`src/rtl/core/lpt_pkg.sv`:
```
package lpt_pkg;

  // Fixed field widths of the request and result payloads
  localparam int unsigned KEY_W     = 32;
  localparam int unsigned SLOT_W    = 3;
  localparam int unsigned CAP_W     = 4;
  localparam logic [CAP_W-1:0] CAP_RESET = 4'd8;

  typedef enum logic {
    CMD_TOUCH   = 1'b0,
    CMD_RELEASE = 1'b1
  } cmd_e;

  typedef struct packed {
    cmd_e             command;
    logic [KEY_W-1:0] key;
  } req_t;

  typedef struct packed {
    logic              hit;
    logic [SLOT_W-1:0] slot;
    logic              evicted;
    logic [KEY_W-1:0]  evicted_key;
  } res_t;

endpackage

```
`src/rtl/core/lpt_lookup.sv`:
```
module lpt_lookup #(
  parameter int unsigned DEPTH = 8,
  parameter int unsigned SW    = 32,
  localparam int unsigned AW   = $clog2(DEPTH),
  localparam int unsigned CW   = $clog2(DEPTH + 1)
) (
  input  logic [DEPTH-1:0]         valid_i,
  input  logic [DEPTH-1:0][AW-1:0] age_i,
  input  logic [DEPTH-1:0][SW-1:0] key_i,
  input  logic [SW-1:0]            probe_i,
  output logic [DEPTH-1:0]         hit_oh_o,
  output logic [DEPTH-1:0]         lru_oh_o,
  output logic [DEPTH-1:0]         free_oh_o,
  output logic [CW-1:0]            count_o
);

  logic [DEPTH-1:0] match;
  logic [CW-1:0]    count;
  logic [AW-1:0]    oldest;

  // Tag compare and occupancy count
  always_comb begin
    count = '0;
    for (int i = 0; i < DEPTH; i++) begin
      match[i] = valid_i[i] && (key_i[i] == probe_i);
      count    = count + CW'(valid_i[i]);
    end
  end

  // Valid ages are the ranks 0..count-1, so the oldest rank is count-1
  assign oldest = AW'(count - CW'(1));

  always_comb begin
    for (int i = 0; i < DEPTH; i++) begin
      lru_oh_o[i] = valid_i[i] && (age_i[i] == oldest);
    end
  end

  // Lowest set bit of the match vector, lowest clear bit of the valid vector
  assign hit_oh_o  = match & (~match + DEPTH'(1));
  assign free_oh_o = ~valid_i & (valid_i + DEPTH'(1));
  assign count_o   = count;

endmodule

```
`src/rtl/core/lru_pool_tag_table_top.sv`:
```
// Channel  | Ports                              | Handshake
// ---------+------------------------------------+------------------------------------
// request  | start_i, busy_o, req_i (req_t)     | taken on an edge with start_i & !busy_o
// result   | done_o, res_o (res_t)              | done_o high for one cycle, no stall
// config   | cfg_we_i, cfg_wdata_i              | capacity written on an edge with cfg_we_i
//
// One request per cycle; busy_o never rises. A request is captured in the input
// register, where the tag compare and age update run against the table, and its
// result appears on res_o the cycle after that, with done_o.
// rst_ni (async, active low) empties the table and sets capacity to 8.
// The receiver cannot stall, so there is no output back-pressure to handle.
module lru_pool_tag_table_top
  import lpt_pkg::*;
#(
  parameter int unsigned DEPTH     = 8,
  parameter int unsigned KEY_WIDTH = 32
) (
  input  logic             clk_i,
  input  logic             rst_ni,
  input  logic             start_i,
  output logic             busy_o,
  input  req_t             req_i,
  output logic             done_o,
  output res_t             res_o,
  input  logic             cfg_we_i,
  input  logic [CAP_W-1:0] cfg_wdata_i
);

  localparam int unsigned AW    = $clog2(DEPTH);
  localparam int unsigned CW    = $clog2(DEPTH + 1);
  localparam int unsigned SW    = (KEY_WIDTH < KEY_W) ? KEY_WIDTH : KEY_W;
  localparam int unsigned CMP_W = (CW > CAP_W) ? CW : CAP_W;

  // Capacity register
  logic [CAP_W-1:0] cap_q;

  // Input register
  logic             in_vld_q;
  cmd_e             in_cmd_q;
  logic [SW-1:0]    in_key_q;

  // Table state
  logic [DEPTH-1:0]         valid_q, valid_d;
  logic [DEPTH-1:0][AW-1:0] age_q, age_d;
  logic [DEPTH-1:0][SW-1:0] key_q;

  // Result register
  logic done_q;
  res_t res_q, res_d;

  // Lookup outputs
  logic [DEPTH-1:0] hit_oh, lru_oh, free_oh, tgt_oh;
  logic [CW-1:0]    count;

  logic             hit, full, key_we;
  logic [CMP_W-1:0] cap_ext, eff_cap;
  logic [AW-1:0]    hit_age, hit_idx, tgt_idx;
  logic [SW-1:0]    lru_key;

  assign busy_o = 1'b0;

  always_ff @(posedge clk_i or negedge rst_ni) begin
    if (!rst_ni) begin
      cap_q <= CAP_RESET;
    end else if (cfg_we_i) begin
      cap_q <= cfg_wdata_i;
    end
  end

  always_ff @(posedge clk_i or negedge rst_ni) begin
    if (!rst_ni) begin
      in_vld_q <= 1'b0;
    end else begin
      in_vld_q <= start_i;
    end
  end

  always_ff @(posedge clk_i) begin
    if (start_i) begin
      in_cmd_q <= req_i.command;
      in_key_q <= req_i.key[SW-1:0];
    end
  end

  lpt_lookup #(
    .DEPTH (DEPTH),
    .SW    (SW)
  ) u_lookup (
    .valid_i   (valid_q),
    .age_i     (age_q),
    .key_i     (key_q),
    .probe_i   (in_key_q),
    .hit_oh_o  (hit_oh),
    .lru_oh_o  (lru_oh),
    .free_oh_o (free_oh),
    .count_o   (count)
  );

  // Effective capacity: zero counts as one, anything above DEPTH saturates
  assign cap_ext = CMP_W'(cap_q);
  always_comb begin
    if (cap_q == '0) begin
      eff_cap = CMP_W'(1);
    end else if (cap_ext > CMP_W'(DEPTH)) begin
      eff_cap = CMP_W'(DEPTH);
    end else begin
      eff_cap = cap_ext;
    end
  end

  assign hit    = |hit_oh;
  assign full   = CMP_W'(count) >= eff_cap;
  // On a miss: reuse the least recent slot when full, else the lowest free one
  assign tgt_oh = full ? lru_oh : free_oh;

  // One-hot selects: index, age and evicted key
  always_comb begin
    hit_age = '0;
    hit_idx = '0;
    tgt_idx = '0;
    lru_key = '0;
    for (int i = 0; i < DEPTH; i++) begin
      if (hit_oh[i]) begin
        hit_age = hit_age | age_q[i];
        hit_idx = hit_idx | AW'(i);
      end
      if (tgt_oh[i]) begin
        tgt_idx = tgt_idx | AW'(i);
      end
      if (lru_oh[i]) begin
        lru_key = lru_key | key_q[i];
      end
    end
  end

  // Table update; ages of valid entries always form the ranks 0..count-1
  always_comb begin
    valid_d = valid_q;
    age_d   = age_q;
    key_we  = 1'b0;
    if (in_vld_q) begin
      unique case (in_cmd_q)
        CMD_RELEASE: begin
          if (hit) begin
            for (int i = 0; i < DEPTH; i++) begin
              if (hit_oh[i]) begin
                valid_d[i] = 1'b0;
                age_d[i]   = '0;
              end else if (valid_q[i] && (age_q[i] > hit_age)) begin
                age_d[i] = age_q[i] - AW'(1);
              end
            end
          end
        end
        CMD_TOUCH: begin
          if (hit) begin
            for (int i = 0; i < DEPTH; i++) begin
              if (hit_oh[i]) begin
                age_d[i] = '0;
              end else if (valid_q[i] && (age_q[i] < hit_age)) begin
                age_d[i] = age_q[i] + AW'(1);
              end
            end
          end else begin
            key_we = 1'b1;
            for (int i = 0; i < DEPTH; i++) begin
              if (tgt_oh[i]) begin
                valid_d[i] = 1'b1;
                age_d[i]   = '0;
              end else if (valid_q[i]) begin
                age_d[i] = age_q[i] + AW'(1);
              end
            end
          end
        end
        default: ;
      endcase
    end
  end

  always_ff @(posedge clk_i or negedge rst_ni) begin
    if (!rst_ni) begin
      valid_q <= '0;
      age_q   <= '0;
    end else begin
      valid_q <= valid_d;
      age_q   <= age_d;
    end
  end

  // Key store: written only on a miss, no reset
  always_ff @(posedge clk_i) begin
    for (int i = 0; i < DEPTH; i++) begin
      if (key_we && tgt_oh[i]) begin
        key_q[i] <= in_key_q;
      end
    end
  end

  // Result
  always_comb begin
    res_d             = '0;
    res_d.hit         = hit;
    if (hit) begin
      res_d.slot = SLOT_W'(hit_idx);
    end else if (in_cmd_q == CMD_TOUCH) begin
      res_d.slot        = SLOT_W'(tgt_idx);
      res_d.evicted     = full;
      res_d.evicted_key = full ? KEY_W'(lru_key) : '0;
    end
  end

  always_ff @(posedge clk_i or negedge rst_ni) begin
    if (!rst_ni) begin
      done_q <= 1'b0;
    end else begin
      done_q <= in_vld_q;
    end
  end

  always_ff @(posedge clk_i) begin
    if (in_vld_q) begin
      res_q <= res_d;
    end
  end

  assign done_o = done_q;
  assign res_o  = res_q;

endmodule

```
`config.mk`:
```
export PLATFORM = sky130hd
export DESIGN_NAME = lru_pool_tag_table_top
export DESIGN_NICKNAME = d
export VERILOG_FILES = /design/src/rtl/core/lpt_pkg.sv /design/src/rtl/core/lpt_lookup.sv /design/src/rtl/core/lru_pool_tag_table_top.sv
export SDC_FILE = /design/constraint.sdc
export NUM_CORES = 1
export LEC_CHECK = 0
export ABC_AREA = 1
export BUFFER_PORTS_ARGS = -buffer_cell sky130_fd_sc_hd__clkbuf_2
export CORE_MARGIN = 5
export CORE_UTILIZATION = 55
export DETAILED_ROUTE_END_ITERATION = 8
export PLACE_DENSITY = 0.79
export SETUP_SLACK_MARGIN = 0.3
export SYNTH_ARGS = -nofsm -noshare
export SYNTH_HDL_FRONTEND = slang
export SYNTH_HIERARCHICAL = 1
export SYNTH_SLANG_ARGS = --single-unit
```
`constraint.sdc`:
```
create_clock -name clk_i -period 7.3 [get_ports clk_i]
set_input_delay 1.46 -clock clk_i [delete_from_list [all_inputs] [get_ports clk_i]]
set_output_delay 1.46 -clock clk_i [all_outputs]
set_load 0.005 [all_outputs]
```
### After elaboration in Yosys (flattened, before gate mapping)

Index checks and enable logic that the tools add are counted.
Widths: inputs -> output; s select.

* shift operators: 0
* divide/modulo/power cells: 0
* magnitude comparators: 18
* equal/unequal tests: 58
* reductions and logical operators: 60
* multiply operators: 0
* bitwise gates (word level): 20
* $add $sub $neg: 26
* mux-type cells: 109

Operator list (number)
* $mux 32: 9
* $eq 32x32->1: 8
* $or 32x32->32: 7
* $mux 3: 65
* $reduce_and 5->1: 16
* $ne 4x4->1 const B: 16
* $mux 24: 2
* $pmux 24 s2: 1
* $logic_and 1x1->1: 40
* $mux 36: 1
* $sub 3x1->3 const B: 9
* $add 3x1->3 const B: 8
* $add 4x1->4: 6
* $eq 3x3->1: 8
* $gt 3x3->1: 8
* $lt 3x3->1: 8
* $mux 8: 3
* $ne 3x1->1 const B: 8
* $mux 1: 21
* $or 3x3->3: 7
* $ne 2x1->1 const B: 9
* $ne 2x2->1 const B: 9
* $add 8x1->8 const B: 2
* $and 8x8->8: 2
* other kinds (12): 18

* word-level logic and storage cells: 324
* bits of input ports: 41
* bits in writable memories: 0
* register bits: 364
* memories: 0
* latch bits: 0
* bits in read-only memories: 0
* output and inout port bits: 39

### Depth between registers and ports, before layout

* word-level depth: 28
* mapped depth: 29
* gate-level depth less buffers: 28

### Cells and area by module

Netlist, hierarchy kept.

Modules (own cells, without submodules)
* lru_pool_tag_table_top: seq. area each 10741.6 µm², area each 15264.6 µm², cells an instance 1231, times used 1
* lpt_lookup: seq. area each 0.0 µm², area each 4563.1 µm², cells an instance 910, times used 1

### Worst setup path before layout

OpenSTA, ideal clock, no wires.

* path kind: register to register
* start: reg valid_q[0]
* end: reg key_q[32] (netlist name), enable pin
* clock period less this slack: 5782 ps
* path buffers: 4
* stages on the path, launching flop included: 19
* slack: 1518 ps
* arrival: 5361 ps
* setup time: 421 ps
* required time: 6879 ps
* cell sequence: dfrtp_1 -> inv_1 -> fa_1 -> inv_1 -> fa_1 -> ha_1 -> clkbuf_1 -> clkbuf_1 -> inv_1 -> ha_1 -> clkbuf_1 -> o221ai_1 -> a221oi_1 -> o21ai_0 -> a21oi_1 -> clkbuf_1 -> nand2_1 -> and2_1 -> nor2_1

* cells in the longest elaborated chain, start to end: 12
* elaborated cells on any way between the ends: 23
* classes of those cells: add/sub (10); order compare (1); eq/ne (1); mux (4); bitwise (3); reduce/logical (4)

RTL lines
* start: declaration: line lru_pool_tag_table_top.sv:43 `logic [DEPTH-1:0] valid_q, valid_d;`
* start signal: assignment: line lru_pool_tag_table_top.sv:186 `valid_q <= valid_d;`
* $add 1x1->2: line lpt_lookup.sv:26 `count = count + CW'(valid_i[i]);`
* $add 4x1->4 (6 in a row): line lpt_lookup.sv:26
* named net count[0]: line lru_pool_tag_table_top.sv:53 `logic [CW-1:0] count;`
* $sub 3x1->3: line lpt_lookup.sv:31 `assign oldest = AW'(count - CW'(1));`
* $eq 3x3->1: line lpt_lookup.sv:35 `lru_oh_o[i] = valid_i[i] && (age_i[i] == oldest);`
* $logic_and 1x1->1: line lpt_lookup.sv:35
* named net lru_oh[1]: line lru_pool_tag_table_top.sv:52 `logic [DEPTH-1:0] hit_oh, lru_oh, free_oh, tgt_oh;`
* $mux 8: line lru_pool_tag_table_top.sv:114 `assign tgt_oh = full ? lru_oh : free_oh;`
* $logic_and 1x1->1: line lru_pool_tag_table_top.sv:194 `if (key_we && tgt_oh[i]) begin`
* end signal: indexed assignment: line lru_pool_tag_table_top.sv:195 `key_q[i] <= in_key_q;`
* end: declaration: line lru_pool_tag_table_top.sv:45 `logic [DEPTH-1:0][SW-1:0] key_q;`

The timed path passes the listed nets, and every way through them passes these cells.
A chain may end at the register's enable or synchronous reset.

### Worst setup path after layout

* start: reg valid_q[1]
* end: reg key_q[32] (netlist name), enable pin

The elaborated chain is that of the path after synthesis.

==> results by group <==
Route
  – Post-DRT Antenna Nets: 0
  – Routed length per placed instance: 26.40 µm
  – 1st-iter DRT viols: 2218
  – Routed WL: 71.53 mm
  – Vias per Instance: 6.209
  – DR DRC count: 0
  – 1st-pass router iterations: 6
  – Via Count: 16820

Synth
  – Synth Instances: 2141
  – Yosys top cell area share: 49.37%
  – Synth cell types: 54
  – FFs w/ async S/R, synth: 10.44%
  – Flops & latches, synth: 364
  – Ys flop type: edfxtp_1
  – Leading area contributor after synthesis: edfxtp_1
  – Netlist Area Pre-Place: 19830 µm²
  – Most area-consuming cells after synthesis: edfxtp_1 49%, nand2_1 13%, dfrtp_1 4.7%, nor2_1 3.7%, ha_1 3.3%
  – Synth warn: 6
  – Number of synthesized flops with an enable pin: 326
  – Mapped Nets: 2238
  – Avg Inst Size Synth: 9.261 µm²
  – Sequential area share after synthesis: 54.17%

Die
  – Die height: 199.9 µm
  – Ports: 80
  – Die ar.: 39950 µm²
  – Initial Utilization: 55.74%
  – Chip Width: 199.9 µm
  – Core Box Area: 35570 µm²
  – Std cell rows: 69

Clock network
  – Clk sinks: 364
  – Htree depth: 2
  – Total CTS buffers: 40
  – CTS tree: built
  – Setup Buffers After CTS: 0
  – CTS Buffer Depth: 3
  – Worst-path clk slew: 60 ps
  – Clock latency on the worst-skew pair: 580 ps
  – Root Driver: clkbuf_16
  – Post-CTS Resized: 0
  – Hold_buf cts: 0

Final layout
  – Layout Cells excl Fill: 2709
  – Area grow syn2layout: 11.85%
  – Layout cell share with drive strength beyond 1: 11.71%
  – Nets: 2312

Power
  – Leak: 8.999 nW
  – Worst VDD drop: 0.2983 mV
  – P per Cell Area: 275.8 nW/µm²

STA
  – RSZ-0062 raised after global routing: no
  – Period utilization: 80.98%
  – Relative slew slack: 16.35%
  – Final Setup Violations: 0
  – TNS Setup: 0 ps
  – FMAX: 0.1692 GHz
  – Setup Skew: 25.31 ps
  – Fin. max-slew vios: 0
  – Worst-Margin Slew: 1252 ps
  – Final hold viol count: 0
  – Tmin final: 5911 ps

Setup path
  – Largest fanout on the critical path: 33
  – Crit Path Class: flop to flop
  – Crit path capture type: flop
  – Worst EP arrival: 6130 ps
  – CP Launch Type: flop
  – Worst path required time: 7510 ps

Placed design
  – Gpl congestion: 1.070
  – Placed instance count: 2634
  – Detail Placement HPWL: 50.45 mm
  – Port bufs: 78

GRT
  – Tot GR Track Use: 35.61%
  – Grt ovf: 0
  – Pin count of the biggest net entering global routing: 41
  – Antenna violations before repair: 0
  – Vias in the first global route: 16200
  – First-pass GRT wire length: 104.3 mm

Flow run
  – Max Cap Viol: 0

Outcome
  – Outcome: finished clean

Min path
  – Hold Crit Class: flop to flop
==> where the power goes <==
| part | switching [mW] | leakage [nW] | total, mW | internal (mW) |
|---|---|---|---|---|
| clock network | 0.889 | 0.692 | 2.24 | 1.35 |
| registers | 0.264 | 3.48 | 2.70 | 2.43 |
| logic | 0.778 | 4.83 | 1.18 | 0.405 |
==> cells in the mapped netlist (9+ instances only) <==
library cell and n:
a21oi_1 82, a221oi_1 63, buf_4 17, buf_6 11, clkbuf_1 35, dfrtp_1 37
edfxtp_1 326, ha_1 52, inv_1 161, inv_2 20, nand2_1 661, nand2_2 11
nand3_1 78, nand3_2 11, nand4_1 21, nor2_1 195, nor2_2 9, nor3_1 19
o211ai_1 12, o21ai_0 92, o21ai_1 20, o22ai_1 19, or2_2 13, xnor2_1 66
xor2_1 30
==> final timing paths <==
kind | startpoint | to | slack, ps | cells after the start
min in group asynchronous | rst_ni | valid_q[0] | 950 | 2
setup reg to reg | valid_q[1] | key_q[32] | 1390 | 16
max in group asynchronous | rst_ni | in_vld_q | 5940 | 2
setup / recovery | valid_q[1] | key_q[32] | 1390 | 16
hold / removal | cap_ext[0] | cap_ext[0] | 530 | 1
hold reg to reg | cap_ext[0] | cap_ext[0] | 530 | 1
==> kinds of logic after synthesis <==
| family | synth area share (%) |
|---|---|
| DFF | 54.17 |
| muxes | 0.05679 |
| adders and majority gates | 3.685 |
| AOI/OAI and AO/OA | 9.989 |
| xor gates and xnor gates | 4.241 |
| other | 0.01891 |
| buffers and inverters | 5.698 |
| and+or+nand+nor | 22.14 |
==> layout by cell type (no fill, tap or decap), types with 6 or more instances in the layout <==
cell / count
nand2_1: 661
edfxtp_1: 326
nor2_1: 192
inv_1: 161
o21ai_0: 92
nand3_1: 78
clkbuf_2: 78
a21oi_1: 71
xnor2_1: 66
a221oi_1: 63
ha_1: 52
clkbuf_16: 41
dfrtp_1: 36
xor2_1: 30
buf_4: 26
nand4_1: 21
o21ai_1: 20
inv_2: 20
o22ai_1: 19
nor3_1: 19
or2_2: 13
a21oi_4: 12
o211ai_1: 12
nand2_2: 11
nand3_2: 11
nor2_2: 9
bufinv_16: 8
or2_0: 8
nor2_4: 6
==> flip-flops by register name, indices dropped and copies added, names as in the netlist <==
| signal | flops |
|---|---|
| age_q | 24 |
| cap_ext | 4 |
| done_o | 1 |
| in_cmd_q | 1 |
| in_key_q | 32 |
| in_vld_q | 1 |
| key_q | 256 |
| res_o | 37 |
| valid_q | 8 |
==> area by class of cell <==
class | count | area, µm²
multi-input combinational | 1522 | 8128
clock inverter | 25 | 375.4
timing repair buffer | 104 | 585.6
tap | 461 | 576.8
sequential | 364 | 10740
fill | 3001 | 13390
antenna | 2 | 5.005
inverter | 183 | 691.9
clock buffer | 48 | 1072
==> per-stage QoR <==
stage | worst slack [ps] | utilization [%] | instance area, µm² | total power, mW | hold WS (ps)
final | 1389 | 62.35 | 22180 | 6.116 | 525.9
after global routing | 1152 | 62.34 | 22170 | 6.370 | 565.6
after CTS | 1469 | 62.34 | 22170 | 6.107 | 531.2
after detailed placement | 1495 | 58.27 | 20720 | 3.880 | 509.5
after global placement | 1570 | 58.27 | 20720 | 3.846 | 500.7
after floorplan | 1518 | - | 19830 | 3.428 | 481.4
==> metal layers <==
metal | track usage (%) | up-vias | part of all wire [%] | wire [µm]
met4 | 18.39 | 0 | 6.3 | 4492
met3 | 6.865 | 239 | 10 | 7487
li1 | - | 7420 | - | -
met1 | 46.90 | 8048 | 37 | 26770
met5 | 0 | - | 0 | 0
met2 | 56.65 | 1112 | 46 | 32780
==> critical path, stage by stage, from the launching register on <==
cell and delay [ps]:
dfrtp_1 560, inv_1 160, fa_1 530, inv_1 50, fa_1 430, ha_1 670, inv_1 100, ha_1 210
or2_1 220, nand2_1 660, o21ai_0 310, a21oi_4 170, buf_4 470, nand2_1 190, and2_1 230, nor2_4 80
buf_4 480
Note: power is estimated with default switching activity, not from simulation.
